===== config.mk =====
export PLATFORM = sky130hd
export DESIGN_NAME = distinct_day_counter_core
export DESIGN_NICKNAME = d
export VERILOG_FILES = /design/src/sv/ddc_pkg.sv /design/src/sv/distinct_day_counter_core.sv /design/src/sv/ddc_day_div.sv /design/src/sv/ddc_day_mem.sv
export SDC_FILE = /design/constraint.sdc
export NUM_CORES = 2
export LEC_CHECK = 0
export ABC_AREA = 1
export BUFFER_PORTS_ARGS = -buffer_cell sky130_fd_sc_hd__buf_2
export CORE_AREA = 2 2 514 567
export CTS_BUF_LIST = sky130_fd_sc_hd__clkbuf_8 sky130_fd_sc_hd__clkbuf_16
export DETAILED_ROUTE_END_ITERATION = 10
export DIE_AREA = 0 0 516 569
export HOLD_SLACK_MARGIN = 0.02
export REMOVE_ABC_BUFFERS = 1
export SETUP_SLACK_MARGIN = 0.5
export SLEW_MARGIN = 15
export SYNTH_ARGS = -nofsm -noshare
export SYNTH_HDL_FRONTEND = slang
export SYNTH_SLANG_ARGS = --single-unit

===== constraint.sdc =====
create_clock -name i_clk -period 4.7 [get_ports i_clk]
set_input_delay 0.235 -clock i_clk [delete_from_list [all_inputs] [get_ports i_clk]]
set_output_delay 0.235 -clock i_clk [all_outputs]
set_load 0.05 [all_outputs]

===== src/sv/ddc_pkg.sv =====
// ----------------------------------------------------------------------------
// ddc_pkg
// Shared constants and types for the distinct day counter.
// ----------------------------------------------------------------------------
package ddc_pkg;

    localparam int GAME_W          = 32;
    localparam int TIME_W          = 32;
    localparam int DAY_W           = 16;
    localparam int DAYS_OUT_W      = 8;
    localparam int TABLE_DEPTH_DEF = 128;

    // t / 86400 == (t >> 7) / 675
    localparam int SECONDS_PER_DAY = 86400;
    localparam int DAY_SHIFT       = 7;
    localparam int DAY_ODD         = SECONDS_PER_DAY >> DAY_SHIFT;
    localparam int QUO_W           = TIME_W - DAY_SHIFT;
    localparam int RECIP_SHIFT     = 35;
    localparam int RECIP_W         = 26;
    localparam logic [RECIP_W-1:0] DAY_RECIP =
        RECIP_W'((64'd1 << RECIP_SHIFT) / DAY_ODD);

    typedef enum logic [2:0] {
        S_IDLE,
        S_DIV,
        S_SCAN,
        S_INSERT,
        S_EMIT
    } t_state;

endpackage


===== src/sv/distinct_day_counter_core.sv =====
// ----------------------------------------------------------------------------
// distinct_day_counter_core
// Counts distinct days of play for one configured game over a list of
// session records.
// ----------------------------------------------------------------------------
// One item at a time. An item without a counted record is taken in the
// idle state, which stays ready for the next. A last item passes through
// the emit state to queue its result. A counted record is accepted, waits
// for the day divide, then scans the days stored so far (up to TABLE_DEPTH)
// in the day table, reading one entry per cycle through its single read
// port, then goes to the insert state. A day already stored ends the scan
// early, without the insert. The result sits in an output register, so
// the next list may start while it waits. A second result stalls the
// input until the first one is taken. The table needs no clearing after
// reset.
// ----------------------------------------------------------------------------
module distinct_day_counter_core
    import ddc_pkg::*;
#(
    parameter int TABLE_DEPTH = TABLE_DEPTH_DEF
) (
    input  logic                  i_clk,
    input  logic                  i_rst_n,
    input  logic                  i_cfg_wr_en,
    input  logic [GAME_W-1:0]     i_cfg_wr_data,     // target_game
    input  logic                  s_axis_tvalid,
    output logic                  s_axis_tready,
    input  logic [63:0]           s_axis_tdata,      // record_game, record_time
    input  logic                  s_axis_tuser,      // has_record
    input  logic                  s_axis_tlast,      // last_record
    output logic                  m_axis_tvalid,
    input  logic                  m_axis_tready,
    output logic [DAYS_OUT_W-1:0] m_axis_tdata,      // distinct_days
    output logic                  m_axis_tuser       // table_overflow
);

    localparam int IDX_W = (TABLE_DEPTH > 1) ? $clog2(TABLE_DEPTH) : 1;
    localparam int CNT_W = $clog2(TABLE_DEPTH + 1);

    t_state              r_state, n_state;
    logic [GAME_W-1:0]   r_target;
    logic                r_last;
    logic [CNT_W-1:0]    r_count;
    logic                r_ovf;
    logic [CNT_W-1:0]    r_addr;
    logic                r_pend;
    logic                r_out_valid;
    logic [DAYS_OUT_W-1:0] r_out_days;
    logic                r_out_ovf;

    logic                in_acc;
    logic                counted;
    logic                div_done;
    logic [DAY_W-1:0]    day;
    logic [DAY_W-1:0]    rdata;
    logic                issue;
    logic                hit;
    logic                full;
    logic                mem_we;
    logic                emit;
    logic [DAYS_OUT_W-1:0] n_days;

    assign in_acc  = s_axis_tvalid && s_axis_tready;
    assign counted = s_axis_tuser && !r_ovf && (s_axis_tdata[GAME_W-1:0] == r_target);
    assign issue   = r_addr < r_count;
    assign hit     = r_pend && (rdata == day);
    assign full    = r_count == CNT_W'(TABLE_DEPTH);
    assign n_days  = (32'(r_count) > 32'd255) ? '1 : DAYS_OUT_W'(r_count);

    ddc_day_div u_div (
        .i_clk   (i_clk),
        .i_rst_n (i_rst_n),
        .i_start (in_acc && counted),
        .i_time  (s_axis_tdata[63:32]),
        .o_done  (div_done),
        .o_day   (day)
    );

    ddc_day_mem #(
        .DEPTH (TABLE_DEPTH),
        .IDX_W (IDX_W)
    ) u_mem (
        .i_clk   (i_clk),
        .i_we    (mem_we),
        .i_waddr (r_count[IDX_W-1:0]),
        .i_wdata (day),
        .i_re    (r_state == S_SCAN && issue),
        .i_raddr (r_addr[IDX_W-1:0]),
        .o_rdata (rdata)
    );

    // next state
    always_comb begin
        n_state = r_state;
        case (r_state)
            S_IDLE: begin
                if (in_acc) begin
                    if (counted) begin
                        n_state = S_DIV;
                    end else if (s_axis_tlast) begin
                        n_state = S_EMIT;
                    end
                end
            end
            S_DIV: begin
                if (div_done) begin
                    n_state = S_SCAN;
                end
            end
            S_SCAN: begin
                if (hit) begin
                    n_state = r_last ? S_EMIT : S_IDLE;
                end else if (!issue && !r_pend) begin
                    n_state = S_INSERT;
                end
            end
            S_INSERT: begin
                n_state = r_last ? S_EMIT : S_IDLE;
            end
            S_EMIT: begin
                if (!r_out_valid || m_axis_tready) begin
                    n_state = S_IDLE;
                end
            end
            default: n_state = S_IDLE;
        endcase
    end

    // outputs
    always_comb begin
        s_axis_tready = 1'b0;
        mem_we        = 1'b0;
        emit          = 1'b0;
        case (r_state)
            S_IDLE:   s_axis_tready = 1'b1;
            S_INSERT: mem_we        = !full;
            S_EMIT:   emit          = !r_out_valid || m_axis_tready;
            default: begin
            end
        endcase
    end

    always_ff @(posedge i_clk) begin
        if (!i_rst_n) begin
            r_state     <= S_IDLE;
            r_target    <= '0;
            r_count     <= '0;
            r_ovf       <= 1'b0;
            r_pend      <= 1'b0;
            r_out_valid <= 1'b0;
        end else begin
            r_state <= n_state;
            if (i_cfg_wr_en) begin
                r_target <= i_cfg_wr_data;
            end
            if (r_state == S_SCAN) begin
                r_pend <= issue;
            end else begin
                r_pend <= 1'b0;
            end
            if (r_state == S_INSERT) begin
                if (full) begin
                    r_ovf <= 1'b1;
                end else begin
                    r_count <= r_count + CNT_W'(1);
                end
            end
            if (emit) begin
                r_count     <= '0;
                r_ovf       <= 1'b0;
                r_out_valid <= 1'b1;
            end else if (m_axis_tready) begin
                r_out_valid <= 1'b0;
            end
        end
    end

    always_ff @(posedge i_clk) begin
        if (in_acc) begin
            r_last <= s_axis_tlast;
        end
        if (r_state == S_SCAN) begin
            r_addr <= r_addr + CNT_W'(issue);
        end else begin
            r_addr <= '0;
        end
        if (emit) begin
            r_out_days <= r_ovf ? '0 : n_days;
            r_out_ovf  <= r_ovf;
        end
    end

    assign m_axis_tvalid = r_out_valid;
    assign m_axis_tdata  = r_out_days;
    assign m_axis_tuser  = r_out_ovf;

endmodule


===== src/sv/ddc_day_div.sv =====
// ----------------------------------------------------------------------------
// ddc_day_div
// Two-stage divide of a timestamp by the seconds of one day.
// ----------------------------------------------------------------------------
module ddc_day_div
    import ddc_pkg::*;
(
    input  logic              i_clk,
    input  logic              i_rst_n,
    input  logic              i_start,
    input  logic [TIME_W-1:0] i_time,
    output logic              o_done,
    output logic [DAY_W-1:0]  o_day
);

    localparam int PROD_W = QUO_W + RECIP_W;

    logic                r_v1, r_v2;
    logic [QUO_W-1:0]    r_quo;
    logic [PROD_W-1:0]   r_prod;
    logic [DAY_W-1:0]    r_day;

    logic [DAY_W-1:0]    est;
    logic [QUO_W-1:0]    back;
    logic [QUO_W-1:0]    rem;
    logic [DAY_W-1:0]    n_day;

    // estimate is exact or one low
    always_comb begin
        est   = r_prod[PROD_W-1 -: DAY_W];
        back  = QUO_W'(est * DAY_ODD);
        rem   = r_quo - back;
        n_day = (rem >= QUO_W'(DAY_ODD)) ? est + DAY_W'(1) : est;
    end

    always_ff @(posedge i_clk) begin
        if (!i_rst_n) begin
            r_v1 <= 1'b0;
            r_v2 <= 1'b0;
        end else begin
            r_v1 <= i_start;
            r_v2 <= r_v1;
        end
    end

    always_ff @(posedge i_clk) begin
        if (i_start) begin
            r_quo  <= i_time[TIME_W-1:DAY_SHIFT];
            r_prod <= PROD_W'(i_time[TIME_W-1:DAY_SHIFT] * DAY_RECIP);
        end
        if (r_v1) begin
            r_day <= n_day;
        end
    end

    assign o_done = r_v2;
    assign o_day  = r_day;

endmodule


===== src/sv/ddc_day_mem.sv =====
// ----------------------------------------------------------------------------
// ddc_day_mem
// Day table: one write port, one read port with registered read data.
// ----------------------------------------------------------------------------
module ddc_day_mem
    import ddc_pkg::*;
#(
    parameter int DEPTH = TABLE_DEPTH_DEF,
    parameter int IDX_W = (DEPTH > 1) ? $clog2(DEPTH) : 1
) (
    input  logic             i_clk,
    input  logic             i_we,
    input  logic [IDX_W-1:0] i_waddr,
    input  logic [DAY_W-1:0] i_wdata,
    input  logic             i_re,
    input  logic [IDX_W-1:0] i_raddr,
    output logic [DAY_W-1:0] o_rdata
);

    logic [DAY_W-1:0] r_mem [DEPTH];
    logic [DAY_W-1:0] r_rdata;

    always_ff @(posedge i_clk) begin
        if (i_we) begin
            r_mem[i_waddr] <= i_wdata;
        end
    end

    always_ff @(posedge i_clk) begin
        if (i_re) begin
            r_rdata <= r_mem[i_raddr];
        end
    end

    assign o_rdata = r_rdata;

endmodule


==> impl_metrics.py <==
metrics = {
    "logic_synthesis": {
        "ys_ff_latch": 2187,
        "yosysUniqueCellTypes": 54,
        "yosysWarnings": 0,
        "avgSynthCellArea_sq_um": 12.0,
        "postSynthCellCount": 8356,
        "synthFlopType": "edfxtp_1",
        "syn_area_sq_mm": 0.100,
        "synth_edf_count": 2131,
        "synthArstFlopShare_pct": 0,
        "yosysSeqAreaShare_pct": 65.0,
    },
    "worst_setup_path": {
        "cp-end-kind": "register",
        "cp.required_ns": 5.34,
        "cp-start-kind": "register",
        "cp_top_family": "adder cells",
        "crit_fanout": 8,
        "cp-startpoint": "u_div.r_prod[41]",
        "max_stage_delay_ns": 0.54,
        "worstSetupPathType": "register to register",
        "r2r-start": "u_div.r_prod[41]",
        "cp.depth": 21,
        "r2r_cells": 21,
        "critPathArrivalTime_ns": 5.48,
        "crit_chain": "ha_4 -> fa_2 -> fa_1 -> fa_1 -> fa_1 -> inv_2 -> ha_4 -> nand2_4 -> nor2_4 -> inv_1 -> nor2_4 -> nand2_2 -> nand4_1 -> nand2_1 -> nor2_1 -> nand2_1 -> nor2_4 -> buf_12 -> nand3_4 -> nand3_2 -> nand2_2",
        "crit_buf_inv": 3,
        "worst_path_max_delay_cell": "fa_1",
        "regToRegSetupSlack_ns": -0.13,
    },
    "pwr": {
        "seq_power_share_pct": 38.8,
        "internal_power_mw": 38.2,
        "swShare_pct": 30.2,
        "pwr-share-clk_pct": 30.3,
        "power_mw": 54.6,
        "comb_power_share_pct": 30.8,
        "switchingPower_mw": 16.5,
        "ir_drop_mv": 0.927,
        "p_per_area_mw_per_mm2": 466,
        "p_leak_nw": 42.2,
    },
    "timing": {
        "worstMarginPinSlew_ns": 1.15,
        "finalHoldViolations": 0,
        "period_needed_ns": 4.83,
        "slew_viol_final": 0,
        "fin_crit_sh_pct": 103,
        "timing.final.ws_setup_ns": -0.134,
        "fin_setup_tns_ns": -1.80,
        "setup_viol": 16,
        "maxSlewHeadroom_pct": 23.5,
        "rsz0062_at_grt": "true",
        "skew_ns": 0.0841,
        "fmax_mhz": 207,
    },
    "global_routing": {
        "track_usage_pct": 19.6,
        "grt_pass1_vias": 68600,
        "overflow": 0,
        "antenna_found_initial": 12,
        "grt_pass1_wl_mm": 438,
        "grt_max_degree": 154,
    },
    "min_path": {
        "hold_start": "s_axis_tdata[31]",
        "holdPathStages": 9,
        "hp-class": "primary input to register",
    },
    "detailed_routing": {
        "vias": 68800,
        "drt-vias-per-instance": 5.36,
        "drtIter0Drc": 7445,
        "drt_wl_total_mm": 295,
        "ant_nets": 0,
        "dr.pass1.iters": 6,
        "avgRoutedWirePerCell_um": 23.0,
        "drc": 0,
    },
    "clocking": {
        "cts_buffer_depth": 4,
        "cts_tree": "yes",
        "root_buffer": "clkbuf_16",
        "htree_num_levels": 4,
        "clkSinkCount": 2187,
        "cts_made_buffers": 221,
        "clk_pin_slew_ns": 0.06,
        "worstSkewPairLatency_ns": 0.91,
    },
    "floorplan": {
        "ios": 114,
        "core_area_sq_mm": 0.288,
        "die_y_um": 569,
        "die_w_um": 516,
        "rows": 207,
        "start_util_pct": 34.8,
        "design.die.area_sq_mm": 0.294,
    },
    "placed_design": {
        "post-place-cells": 12300,
        "dpl-instance-area_sq_mm": 0.107,
        "dp_hpwl_mm": 183,
        "port_buffers": 106,
        "gp_congestion": 0.919,
    },
    "finish": {
        "final_area_sq_mm": 0.117,
        "final_cell_count_no_fill": 12800,
        "syn_to_final_growth_pct": 17.0,
        "finalNetCount": 9514,
        "drive_above_1_share_pct": 13.5,
    },
    "outcome": {
        "status": "complete, but fails checks",
        "violations": "negative setup slack",
    },
    "flow_run": {
        "max_cap_viol_count": 0,
    },
}
-- synth_stat cells (8+ instances only) --
| master | n | area (sq um) |
|---|---|---|
| nand4_1 | 48 | 300 |
| nor2_1 | 1380 | 5180 |
| a21oi_1 | 162 | 811 |
| fa_1 | 207 | 4140 |
| or2_2 | 18 | 113 |
| xor2_1 | 43 | 377 |
| buf_4 | 13 | 97.6 |
| nand3_1 | 298 | 1490 |
| nand2_1 | 694 | 2610 |
| nor4_1 | 15 | 93.8 |
| clkbuf_1 | 297 | 1110 |
| o221ai_1 | 174 | 1520 |
| buf_1 | 17 | 63.8 |
| dfxtp_1 | 56 | 1120 |
| nand3b_1 | 8 | 60.1 |
| buf_2 | 122 | 611 |
| o211ai_1 | 69 | 518 |
| nor3_1 | 39 | 195 |
| edfxtp_1 | 2131 | 64000 |
| xnor2_1 | 18 | 158 |
| a21o_1 | 8 | 60.1 |
| inv_1 | 604 | 2270 |
| ha_1 | 397 | 4970 |
| o22ai_1 | 307 | 1920 |
| o21ai_0 | 1128 | 5650 |
| a31oi_1 | 25 | 156 |
-- stage by stage --
| stage | worst slack (ns) | utilization [%] | hold slack (ns) |
|---|---|---|---|
| 6_report | -0.134 | 40.7 | 0.111 |
| 5_1_grt | -0.336 | 40.7 | 0.121 |
| 4_1_cts | -0.0806 | 40.5 | 0.0665 |
| 3_5_place_dp | -0.989 | 37.3 | 0.430 |
| 3_3_place_gp | -0.959 | 37.3 | 0.430 |
| 2_1_floorplan | -45.29 | - | 0.328 |
-- sequential cells by signal, indices dropped and copies added (netlist names) --
| signal | flops |
|---|---|
| m_axis_tvalid | 1 |
| u_div.o_done | 1 |
| r_addr | 8 |
| r_ovf | 1 |
| u_div.o_day | 16 |
| r_last | 1 |
| u_div.r_v1 | 1 |
| r_state | 3 |
| u_div.r_quo | 25 |
| n_days | 8 |
| r_target | 32 |
| u_div.r_prod | 16 |
| u_mem.r_mem | 2048 |
| m_axis_tuser | 1 |
| u_mem.o_rdata | 16 |
| m_axis_tdata | 8 |
| r_pend | 1 |
-- layer usage --
layer / share of wire, % / wire length (um) / global-route usage (%) / up-vias
li1: - / - / - / 30900
met1: 40 / 120000 / 25.9 / 34500
met2: 48 / 141000 / 32.4 / 2789
met3: 7.5 / 22100 / 2.93 / 513
met4: 4.1 / 12300 / 7.94 / 6
met5: 0.012 / 34 / 0 / -
-- cell type report --
type                       instances  area, sq um
antenna                            4         10.0
clock buffer                     226         5620
clock inverter                   157         1060
fill                           27000       171000
inverter                         613         2330
multi-input combinational       5104        32500
sequential                      2187        65100
tap                             3866         4840
timing repair buffer             680         5690
-- cell families (layout without fill, tap and decap cells) --
logic type | count (synthesis) | after routing | synth area share (%)
AND/OR/NAND/NOR | 2529 | 2530 | 10.2
flip-flops | 2187 | 2187 | 65.0
AO/OA/AOI/OAI | 1907 | 1908 | 10.9
buffers and inverters | 1067 | 1676 | 4.24
adder cells (fa/ha/maj) | 604 | 604 | 9.09
XOR/XNOR | 62 | 62 | 0.549
other | 0 | 4 | 0
-- worst register-to-register path: stages, from the launching register on --
cell	delay, ns
edfxtp_1	0.51
ha_4	0.34
fa_2	0.45
fa_1	0.54
fa_1	0.44
fa_1	0.51
inv_2	0.05
ha_4	0.31
nand2_4	0.09
nor2_4	0.13
inv_1	0.08
nor2_4	0.10
nand2_2	0.08
nand4_1	0.09
nand2_1	0.07
nor2_1	0.11
nand2_1	0.10
nor2_4	0.14
buf_12	0.14
nand3_4	0.15
nand3_2	0.13
nand2_2	0.05
-- final timing paths --
check	to
max	u_div.o_day[13]
min	r_state[2]
max reg2reg	u_div.o_day[13]
min reg2reg	r_target[6]
-- power groups by stage --
stage | combinational (mW) | clock [mW] | sequential (mW)
2_1_floorplan | 6.45 | 0 | 21.7
3_3_place_gp | 10.7 | 0 | 21.6
3_5_place_dp | 10.7 | 0 | 21.6
4_1_cts | 14.8 | 16.8 | 21.2
5_1_grt | 18.4 | 17.5 | 21.2
6_report | 16.8 | 16.6 | 21.2
-- layout by cell type, fill, tap and decap left out, types with 28 or more instances in the layout --
| cell | netlist | layout |
|---|---|---|
| o211ai_1 | 69 | 69 |
| nor2_4 | 4 | 28 |
| nor2_1 | 1380 | 1337 |
| clkinv_2 | 0 | 32 |
| a21oi_1 | 162 | 130 |
| ha_4 | 0 | 43 |
| o221ai_1 | 174 | 173 |
| nand3_1 | 298 | 275 |
| inv_1 | 604 | 634 |
| fa_1 | 207 | 190 |
| clkinv_1 | 2 | 39 |
| dfxtp_1 | 56 | 52 |
| o22ai_1 | 307 | 307 |
| xor2_1 | 43 | 43 |
| buf_12 | 0 | 37 |
| nor3_1 | 39 | 31 |
| buf_4 | 13 | 418 |
| nand4_1 | 48 | 48 |
| o21ai_0 | 1128 | 1110 |
| nand2_2 | 3 | 51 |
| clkbuf_16 | 0 | 223 |
| dlygate4sd3_1 | 0 | 95 |
| ha_1 | 397 | 349 |
| buf_2 | 122 | 99 |
| nand2_1 | 694 | 633 |
| edfxtp_1 | 2131 | 2131 |
-- timing repair --
item / 4_1_cts / 5_1_grt
setup buffers: 27 / 7
pin swaps: 107 / 59
gates resized for setup: 291 / 117
endpoints found under the setup margin: 32 / 32
hold endpoints to repair: 82 / 0
hold buffers: 95 / 0
gates cloned: 2 / 0
Note: power is estimated with default switching activity, not from simulation.
